===== src/hw/rtl/lge_pkg.sv =====
`timescale 1ns / 1ps
// ----------------------------------------------------------------------------
// lge_pkg: shared types and constants of the life generation engine
// Opcode codes, register indexes, life rule counts and the population counter
// helper.
// ----------------------------------------------------------------------------
package lge_pkg;

  typedef enum logic [1:0] {
    OP_WRITE   = 2'd0,
    OP_READ    = 2'd1,
    OP_ADVANCE = 2'd2,
    OP_CLEAR   = 2'd3
  } lge_op_e;

  // Configuration register indexes (decoded from the word address)
  localparam logic REG_IDX_COLS = 1'b0;
  localparam logic REG_IDX_ROWS = 1'b1;

  localparam logic [6:0] COLS_RESET = 7'd50;
  localparam logic [5:0] ROWS_RESET = 6'd20;

  // Wide enough for any grid dimension up to 256
  localparam int unsigned DIM_W   = 9;
  localparam int unsigned MIN_DIM = 2;

  // Life rule: neighbor counts
  localparam int unsigned NBR_W       = 4;
  localparam int unsigned BIRTH_COUNT = 3;
  localparam int unsigned KEEP_COUNT  = 2;

  // Population counter: cells counted per cycle
  localparam int unsigned POP_CHUNK = 8;
  localparam int unsigned POPC_W    = 4;
  localparam logic [11:0] POP_SAT   = 12'd4095;

  function automatic logic [POPC_W-1:0] popcount_chunk(input logic [POP_CHUNK-1:0] v);
    logic [POPC_W-1:0] sum;
    sum = '0;
    for (int i = 0; i < POP_CHUNK; i++) begin
      sum = sum + POPC_W'(v[i]);
    end
    return sum;
  endfunction

endpackage


===== src/hw/rtl/lge_row_calc.sv =====
`timescale 1ns / 1ps
// ----------------------------------------------------------------------------
// lge_row_calc: next generation of one grid row
// One lane per column counts the eight neighbors from the rows above, at and
// below, and applies the B3/S23 rule. Lanes past the columns in use end dead.
// ----------------------------------------------------------------------------
module lge_row_calc
  import lge_pkg::*;
#(
  parameter int unsigned COLS = 64
) (
  input  logic [COLS-1:0] row_above_i,
  input  logic [COLS-1:0] row_mid_i,
  input  logic [COLS-1:0] row_below_i,
  input  logic [COLS-1:0] col_mask_i,
  output logic [COLS-1:0] row_next_o
);

  // Pad one dead cell on each side: cell c sits at bit c+1
  logic [COLS+1:0] above_p;
  logic [COLS+1:0] mid_p;
  logic [COLS+1:0] below_p;
  logic [NBR_W-1:0] nbr [COLS];

  assign above_p = {1'b0, row_above_i, 1'b0};
  assign mid_p   = {1'b0, row_mid_i, 1'b0};
  assign below_p = {1'b0, row_below_i, 1'b0};

  always_comb begin
    for (int c = 0; c < COLS; c++) begin
      nbr[c] = NBR_W'(above_p[c]) + NBR_W'(above_p[c+1]) + NBR_W'(above_p[c+2])
             + NBR_W'(mid_p[c])                           + NBR_W'(mid_p[c+2])
             + NBR_W'(below_p[c]) + NBR_W'(below_p[c+1]) + NBR_W'(below_p[c+2]);
      row_next_o[c] = col_mask_i[c]
                    & ((nbr[c] == NBR_W'(BIRTH_COUNT))
                     | (mid_p[c+1] & (nbr[c] == NBR_W'(KEEP_COUNT))));
    end
  end

endmodule


===== config.mk =====
export PLATFORM = sky130hd
export DESIGN_NAME = lge_row_calc
export DESIGN_NICKNAME = d
export VERILOG_FILES = /design/src/hw/rtl/lge_pkg.sv /design/src/hw/rtl/lge_row_calc.sv
export SDC_FILE = /design/constraint.sdc
export NUM_CORES = 1
export LEC_CHECK = 0
export BUFFER_PORTS_ARGS = -buffer_cell sky130_fd_sc_hd__buf_2
export CORE_UTILIZATION = 56
export DETAILED_ROUTE_END_ITERATION = 10
export PLACE_DENSITY = 0.85
export SKIP_LAST_GASP = 1
export SYNTH_ARGS = -nofsm -noshare
export SYNTH_HDL_FRONTEND = slang
export SYNTH_SLANG_ARGS = --single-unit

===== constraint.sdc =====
create_clock -name vclk -period 4.8
set_input_delay 0.96 -clock vclk [all_inputs]
set_output_delay 0.96 -clock vclk [all_outputs]
set_load 0.02 [all_outputs]

==> summary.md, run 1 <==
| Metric | Value |
|---|---|
| Leak | `7.67 nW` |
| First-pass GRT wire length | `43.1 mm` |
| Synth Instances | `1198` |
| Hold_ws | `2260 ps` |
| Crit-path leading delay family | `adder cells` |
| DR WL/cell | `16.7 µm` |
| Final setup violation count | `6` |
| Combinational Power Share | `1.000` |
| Initial core utilization | `0.577` |
| Storage element area | `0 µm²` |
| Largest net degree at the start of global routing | `4` |
| Psw | `0.00170 W` |
| Fin nets | `2268` |
| Vias/cell | `5.28` |
| VDD IR max | `0.138 mV` |
| Sw frac | `0.536` |
| Setup WS pre-CTS | `-109 ps` |
| Drt first pass iters | `4` |
| Die H | `142 µm` |
| Busiest grt layer | `met2` |
| Overall Global Routing Usage | `0.263` |
| Yosys warns | `0` |
| Buf/Inv on CP | `4` |
| Max cap viols | `0` |
| Clkbuf count | `0` |
| Most frequent CP cell | `fa_1` |
| CP Cell Sequence | `buf_2, inv_2, fa_1, fa_1, fa_1, inv_1, ha_1, fa_2, o211ai_1, a21oi_1, buf_4` |
| Most frequent cells in the layout | `inv_1, buf_2, fa_1, ha_1, buf_4` |
| Sequential area share after synthesis | `0` |
| Area leader, netlist | `fa_1` |
| Die Span X | `142 µm` |
| Total Power | `0.00318 W` |
| GR met1 Demand/Resource | `0.307` |
| Finished Cell Area | `0.0144 mm²` |
| Outcome | `finished, violations left` |
| CP Class | `in -> out` |
| Post-Route WL | `30.5 mm` |
| Synthesized area | `0.0109 mm²` |
| Core ar. | `0.0189 mm²` |
| Post-layout minimum cycle time | `4890 ps` |
| Commonest non-fill, non-tap cell in the layout | `inv_1` |
| Total grt overflow | `0` |
| Worst Hold Class | `in -> out` |
| Max Clk Rate | `204 MHz` |
| Crit-path max cell delay | `560 ps` |
| Routability cong. | `0.895` |
| Power Density | `221 mW/mm²` |
| Crit path max-delay cell type | `fa_1` |
| Hpwl dp | `23.5 mm` |
| Final worst slack | `-94.3 ps` |
| Hold Path Origin | `col_mask_i[63]` |
| Top cell type's share of synthesized area | `0.463` |
| Vias after detailed routing | `9681` |
| Clock power share | `0` |
| Cell variety after synth | `19` |
| CP required | `3840 ps` |
| Internal Pwr Total | `0.00147 W` |
| 1st-iter DRT viols | `243` |
| Die area | `0.0200 mm²` |
| CP Capture Type | `output port` |
| Met3 Use GR | `0.0364` |
| Slew Limit Fails | `0` |
| Slew HR | `0.811` |
| Post-Syn Nets | `1894` |
| Initial antenna violation count | `3` |
| Port-buffer cells | `320` |
| Crit share post-route | `1.02` |
| Avg Cell Area, Syn | `9.10 µm²` |
| Routed Antenna Nets | `0` |
| Layout area overhead | `31.7%` |
| Vias in the first global route | `10000` |
| Worst min-delay path endpoint | `row_next_o[63]` |
| Sequential Power Share | `0` |
| WHS Path Cells | `4` |
| Proportion of layout cells with a drive suffix above 1 | `0.411` |
| Failing checks | `negative setup slack` |
| Post-CTS Hold Buffers | `0` |
| Drc violations | `0` |
| Met2 GRT Util | `0.500` |
| Placed Area | `0.0130 mm²` |
| Synth area leaders | `fa_1, ha_1, inv_1` |
| Site row count | `50` |
| Final Hold Vio Count | `0` |
| Worst Max-Slew Pin Slew | `283 ps` |
| Final core utilization | `0.760` |
| I/O Pins | `320` |
| Seq cells | `0` |
| RSZ-0062 raised after global routing | `true` |
| Crit Path Max Fanout | `2` |
| Worst endpoint data arrival time | `3930 ps` |
| Worst setup SP type | `primary input` |
-- stage by stage --
step | std cells | TNS, ps
floorplan | 1198 | 0
global placement | 1805 | -84.0
detailed placement | 1805 | -1080
CTS | 1807 | -92.7
global route | 1832 | -2250
finish | 1832 | -322
-- cells in the mapped netlist --
master,n
fa_1,252
a2111oi_2,1
inv_1,443
nor2b_2,1
a211oi_1,1
a21oi_1,114
nand3b_1,8
o2111ai_1,8
or2_1,8
nand2_1,10
ha_1,188
o211ai_1,53
nand2b_1,9
nand3_1,53
a31oi_1,1
nor3_1,1
nor2_1,2
or2_0,15
or2_2,30
-- final cells by class --
| cell class | instances | area (µm²) |
|---|---|---|
| Tap cell | 260 | 325 |
| Inverter | 443 | 1760 |
| Timing Repair Buffer | 372 | 2490 |
| Antenna cell | 2 | 5.00 |
| Fill cell | 1181 | 4530 |
| Multi-Input combinational cell | 755 | 9790 |
-- worst max-delay path by stage --
stage                     depth (start not counted)            start        endpoint  slack, ps
final                                            11   row_above_i[8]   row_next_o[8]        -90
after global routing                             11   row_above_i[8]   row_next_o[8]       -180
after CTS                                        12  row_above_i[21]  row_next_o[21]        -40
after detailed placement                         11  row_above_i[33]  row_next_o[34]       -110
after global placement                           11  row_above_i[33]  row_next_o[34]        -40
after floorplan                                   9  row_above_i[19]  row_next_o[20]        140
-- tightest hold or removal path: stages --
cell and delay [ps]:
buf_2 90, nand2_1 60, a211oi_1 40, buf_2 150
-- routing by layer --
metal | vias to the layer above | part of all wire
li1 | 4431 | -
met1 | 4686 | 0.35
met2 | 442 | 0.54
met3 | 120 | 0.064
met4 | 2 | 0.041
met5 | - | 0.00039
-- logic make-up (layout without fill, tap and decap cells) --
| group | count (synthesis) | in the layout | synth area share |
|---|---|---|---|
| buffers and inverters | 443 | 815 | 0.153 |
| adder cells (fa/ha/maj) | 440 | 440 | 0.679 |
| other | 0 | 2 | 0 |
| AND/OR/NAND/NOR | 137 | 137 | 0.0708 |
| AO/OA/AOI/OAI | 178 | 178 | 0.0979 |
-- power groups by stage --
stage | clock (W) | combinational [W] | sequential, W
after floorplan | 0 | 0.00187 | 0
after global placement | 0 | 0.00242 | 0
after detailed placement | 0 | 0.00261 | 0
after CTS | 0 | 0.00274 | 0
after global routing | 0.0000000000557 | 0.00358 | 0
final | 0.0000000000557 | 0.00318 | 0
-- repair_timing --
| item | CTS | global route |
|---|---|---|
| resized for setup | 121 | 335 |
| buffers inserted | 2 | 23 |
| endpoints found under the setup margin | 32 | 61 |
| pin swaps | 50 | 157 |
(Power assumes the default switching activity.)
==> run 2, diff against run 1 <==
--- a/config.mk
+++ b/config.mk
@@ -10,6 +10,7 @@
 export DETAILED_ROUTE_END_ITERATION = 10
 export PLACE_DENSITY = 0.85
 export SKIP_LAST_GASP = 1
+export SLEW_MARGIN = 0
 export SYNTH_ARGS = -nofsm -noshare
 export SYNTH_HDL_FRONTEND = slang
 export SYNTH_SLANG_ARGS = --single-unit
==> constraint.sdc (replaced) <==
create_clock -name vclk -period 4.8
set_input_delay 0.24 -clock vclk [all_inputs]
set_output_delay 0.24 -clock vclk [all_outputs]
set_load 0.02 [all_outputs]
==> run 2 against run 1 <==
Net effect: the flow now finishes without violations; non-clock buffer count decreased by 52; final cell count decreased by 2.7%; die area unchanged; flip-flop and latch count unchanged; hold slack got worse by 1400 ps; sequential share of layout area unchanged; setup slack improved by 1400 ps; global-route usage decreased by 2.0 points; largest power group unchanged; highest routed layer unchanged.
==> summary.md, run 2 (synthesis gave the netlist of run 1 again) <==
| Metric | Value |
|---|---|
| Port-buffer cells | `320 (unchanged)` |
| Die Span X | `142 µm (unchanged)` |
| Seq cells | `0 (unchanged)` |
| Most frequent cells in the layout | `inv_1, buf_2, fa_1, ha_1, a21oi_1` |
| CP Class | `in -> out` |
| Vias in the first global route | `9384 (-6.3%)` |
| Sequential Power Share | `0 (unchanged)` |
| Psw | `0.00143 W (-16%)` |
| Routability cong. | `0.887 (-0.88%)` |
| First-pass GRT wire length | `40.1 mm (-7.1%)` |
| Final setup violation count | `0 (-6)` |
| Setup WS pre-CTS | `1350 ps (+1460 ps)` |
| Layout area overhead | `17.8%` |
| Die H | `142 µm (unchanged)` |
| Drc violations | `0 (unchanged)` |
| Drt first pass iters | `4 (unchanged)` |
| Crit Path Max Fanout | `2 (unchanged)` |
| Site row count | `50 (unchanged)` |
| Post-layout minimum cycle time | `3450 ps (-1450 ps)` |
| Internal Pwr Total | `0.00115 W (-22%)` |
| Die area | `0.0200 mm² (unchanged)` |
| Cts repair resizes | `0 (-100%)` |
| Clock power share | `0 (unchanged)` |
| Finished Cell Area | `0.0128 mm² (-11%)` |
| Hold Path Origin | `col_mask_i[0]` |
| Worst setup SP type | `primary input` |
| Total grt overflow | `0 (unchanged)` |
| WHS Path Cells | `4 (unchanged)` |
| Leak | `7.51 nW (-2.1%)` |
| Storage element area | `0 µm² (unchanged)` |
| Proportion of layout cells with a drive suffix above 1 | `0.232 (-0.179)` |
| Slew HR | `0.825 (+0.0144)` |
| Largest net degree at the start of global routing | `4 (unchanged)` |
| 1st-iter DRT viols | `184 (-24%)` |
| Combinational Power Share | `1.000 (about the same)` |
| Core ar. | `0.0189 mm² (unchanged)` |
| Setup TNS | `0 ps (+322 ps)` |
| Hpwl dp | `22.9 mm (-2.5%)` |
| Commonest non-fill, non-tap cell in the layout | `inv_1` |
| Overall Global Routing Usage | `0.243 (-0.0202)` |
| VDD IR max | `0.117 mV (-15%)` |
| DR WL/cell | `13.2 µm (-20%)` |
| CP Capture Type | `output port` |
| Max Clk Rate | `290 MHz (+42%)` |
| Worst Hold Class | `in -> out` |
| Worst min-delay path endpoint | `row_next_o[0]` |
| RSZ-0062 raised after global routing | `false` |
| Final worst slack | `1350 ps (+1450 ps)` |
| CP required | `4560 ps (+720 ps)` |
| Worst Max-Slew Pin Slew | `261 ps (-21.6 ps)` |
| Vias/cell | `4.96 (-6.1%)` |
| Placed Area | `0.0128 mm² (-1.6%)` |
| Max cap viols | `0 (unchanged)` |
| Outcome | `complete, no violations` |
| Sw frac | `0.556 (+0.0194)` |
| Clkbuf count | `0 (unchanged)` |
| Crit share post-route | `0.718 (-0.302)` |
| Vias after detailed routing | `8842 (-8.7%)` |
| Worst endpoint data arrival time | `3210 ps (-720 ps)` |
| Slew Limit Fails | `0 (unchanged)` |
| Power Density | `201 mW/mm² (-9.2%)` |
| Final Hold Vio Count | `0 (unchanged)` |
| Post-Route WL | `23.6 mm (-23%)` |
| Post-CTS Hold Buffers | `0 (unchanged)` |
| Initial core utilization | `0.577 (unchanged)` |
| I/O Pins | `320 (unchanged)` |
| Routed Antenna Nets | `0 (unchanged)` |
| Fin nets | `2216 (-2.3%)` |
| Initial antenna violation count | `5 (+2)` |
| Setup Buffers After CTS | `0 (-2)` |
## run 2: cell count changes in the layout (fill, tap and decap cells not counted), sizes merged
cell,change
buf,-52
diode,+2
## run 2: stage by stage
step | util | hold WS, ps | power, W | cells
floorplan | - | 597 | 0.00187 | 1198
global placement | 0.679 | 806 | 0.00242 | 1778
detailed placement | 0.679 | 808 | 0.00258 | 1778
CTS | 0.679 | 810 | 0.00261 | 1778
global route | 0.679 | 840 | 0.00301 | 1780
finish | 0.679 | 814 | 0.00258 | 1782
## run 2: power by group through the flow
stage	Sequential, W	Combinational (W)	Clock (W)
2_1_floorplan	0	0.00187	0
3_3_place_gp	0	0.00242	0
3_5_place_dp	0	0.00258	0
4_1_cts	0	0.00261	0
5_1_grt	0	0.00301	0.0000000000558
6_report	0	0.00258	0.000000000112
## run 2: worst max path at each step
stage | cells past startpoint | slack, ps | startpoint | end
2_1_floorplan | 9 | 1580 | row_above_i[19] | row_next_o[20]
3_3_place_gp | 11 | 1400 | row_above_i[33] | row_next_o[34]
3_5_place_dp | 11 | 1350 | row_above_i[33] | row_next_o[34]
4_1_cts | 11 | 1350 | row_above_i[33] | row_next_o[34]
5_1_grt | 11 | 1210 | row_above_i[29] | row_next_o[30]
6_report | 11 | 1350 | row_above_i[33] | row_next_o[34]
## run 2: metal layers
metal  global-route usage  part of all wire
met5                    0           0.00055
met3               0.0324             0.059
met4               0.0515             0.021
met2                0.464              0.51
met1                0.291              0.41
## run 2: final cells by class
class / count / area (µm²)
antenna: 4 / 10.0
multi-input combinational: 755 / 9240
fill: 1464 / 6060
inverter: 443 / 1660
tap: 260 / 325
timing repair buffer: 320 / 1600
## run 2: worst max-delay path, cell delays in order
cell     delay, ps
buf_2           90
inv_1           80
fa_1           560
fa_1           420
fa_1           490
inv_1           40
ha_1           200
fa_1           370
or2_2          300
a21oi_1        200
buf_2          210
==> run 3, diff against run 2 <==
==> constraint.sdc (replaced) <==
create_clock -name vclk -period 3.6
set_input_delay 0.18 -clock vclk [all_inputs]
set_output_delay 0.18 -clock vclk [all_outputs]
set_load 0.02 [all_outputs]
==> run 3 against run 2 <==
Net effect: core utilization unchanged; count of clock-buffer cells in the layout unchanged; combinational power increased by 33%; cell area unchanged; flip-flop and latch count unchanged; global-route usage increased by 0.087 points; non-clock buffer count unchanged; first-iteration DRC count decreased by 9.8%; final cell count unchanged; hold slack got worse by 130 ps.
==> summary.md, run 3 (synthesis gave the netlist of run 1 again) <==
| Metric | Value |
|---|---|
| Hpwl dp | `22.7 mm (-0.75%)` |
| Layout area overhead | `17.8% (unchanged)` |
| Buf/Inv on CP | `4 (unchanged)` |
| Site row count | `50 (unchanged)` |
| CP Class | `in -> out` |
| Slew Limit Fails | `0 (unchanged)` |
| Initial core utilization | `0.577 (unchanged)` |
| Total Power | `0.00342 W (+33%)` |
| Routability cong. | `0.888 (about the same)` |
| Proportion of layout cells with a drive suffix above 1 | `0.232 (unchanged)` |
| Combinational Power Share | `1.000 (about the same)` |
| Sequential Power Share | `0 (unchanged)` |
| Cts repair resizes | `0 (unchanged)` |
| Worst endpoint data arrival time | `3160 ps (-50 ps)` |
| Die Span X | `142 µm (unchanged)` |
| Leak | `7.51 nW (unchanged)` |
| Overall Global Routing Usage | `0.244 (+0.000867)` |
| Worst setup SP type | `primary input` |
| WHS Path Cells | `4 (unchanged)` |
| Routed Antenna Nets | `0 (unchanged)` |
| Core ar. | `0.0189 mm² (unchanged)` |
| Outcome | `complete, no violations` |
| Fin nets | `2216 (unchanged)` |
| Post-CTS Hold Buffers | `0 (unchanged)` |
| Crit-path leading delay family | `adder cells` |
| Die H | `142 µm (unchanged)` |
| Sw frac | `0.555 (about the same)` |
| Port-buffer cells | `320 (unchanged)` |
| Crit-path max cell delay | `570 ps (about the same)` |
| Storage element area | `0 µm² (unchanged)` |
| Power Density | `267 mW/mm² (+33%)` |
| Total grt overflow | `0 (unchanged)` |
| I/O Pins | `320 (unchanged)` |
| RSZ-0062 raised after global routing | `false` |
| Clock power share | `0 (unchanged)` |
| Final Hold Vio Count | `0 (unchanged)` |
| Most frequent cells in the layout | `inv_1, buf_2, fa_1, ha_1, a21oi_1` |
| Setup TNS | `0 ps (unchanged)` |
| Post-layout minimum cycle time | `3340 ps` |
| Psw | `0.00190 W (+33%)` |
| Initial antenna violation count | `5 (unchanged)` |
| CP Cell Sequence | `buf_2, inv_1, fa_1, fa_1, fa_1, inv_1, ha_1, fa_1, or2_0, a21oi_1, buf_2` |
| Worst Max-Slew Pin Slew | `242 ps (-19.3 ps)` |
| Drt first pass iters | `5 (+1)` |
| Setup Buffers After CTS | `0 (unchanged)` |
| Crit share post-route | `0.928` |
| CP required | `3420 ps (-1140 ps)` |
| Crit Path Max Fanout | `2 (unchanged)` |
| Largest net degree at the start of global routing | `4 (unchanged)` |
| Most frequent CP cell | `fa_1` |
| Seq cells | `0 (unchanged)` |
| Clkbuf count | `0 (unchanged)` |
| Internal Pwr Total | `0.00152 W (+33%)` |
| Final setup violation count | `0 (unchanged)` |
| WP depth | `11 (unchanged)` |
| Drc violations | `0 (unchanged)` |
| Vias/cell | `4.88 (-1.6%)` |
| Max cap viols | `0 (unchanged)` |
| Die area | `0.0200 mm² (unchanged)` |
| Max Clk Rate | `299 MHz` |
| 1st-iter DRT viols | `166 (-9.8%)` |
| Vias after detailed routing | `8699 (-1.6%)` |
| CP Capture Type | `output port` |
| Post-Route WL | `23.3 mm (-1.1%)` |
| Worst Hold Class | `in -> out` |
| VDD IR max | `0.175 mV (+50%)` |
| DR WL/cell | `13.1 µm (-1.1%)` |
| Slew HR | `0.838 (+0.0130)` |
| Commonest non-fill, non-tap cell in the layout | `inv_1` |
| Crit path max-delay cell type | `fa_1` |
| First-pass GRT wire length | `40.2 mm (+0.24%)` |
| Vias in the first global route | `9367 (-0.18%)` |
run 3: cell counts in the layout (fill, tap and decap cells not counted):
No cell type changed its count.
run 3: power groups by stage:
stage	clock network [W]	logic (W)	registers [W]
4_1_cts	0	0.00346	0
5_1_grt	0.000000000111	0.00401	0
3_3_place_gp	0	0.00322	0
2_1_floorplan	0	0.00250	0
3_5_place_dp	0	0.00343	0
6_report	0.000000000149	0.00342	0
run 3: layout make-up:
cell class	instances	area [µm²]
multi-input cells	755	9240
fillers	1485	6060
inverters	443	1660
repair buffers	320	1600
well taps	260	325
diodes	4	10.0
run 3: path summary, 6_finish.rpt:
path,slack [ps],from,end
setup / recovery,260,row_above_i[37],row_next_o[38]
hold / removal,690,col_mask_i[0],row_next_o[0]
run 3: worst min-delay path: stages:
cell and delay, ps:
buf_2 90, nand2_1 50, nor3_1 30, buf_2 150
run 3: stage by stage:
step / cells / utilization / hold slack, ps / instance area (µm²) / worst slack [ps]
finish: 1782 / 0.679 / 688 / 12800 / 261
CTS: 1778 / 0.679 / 687 / 12800 / 250
global route: 1781 / 0.679 / 710 / 12800 / 119
detailed placement: 1778 / 0.679 / 687 / 12800 / 258
floorplan: 1198 / - / 477 / 10900 / 496
global placement: 1778 / 0.679 / 686 / 12800 / 318
run 3: metal layers:
layer / track usage / share of wire / vias to the layer above
met3: 0.0307 / 0.062 / 32
li1: - / - / 4309
met2: 0.466 / 0.51 / 245
met1: 0.297 / 0.41 / 4111
met5: 0 / 0.00051 / -
met4: 0.0413 / 0.020 / 2
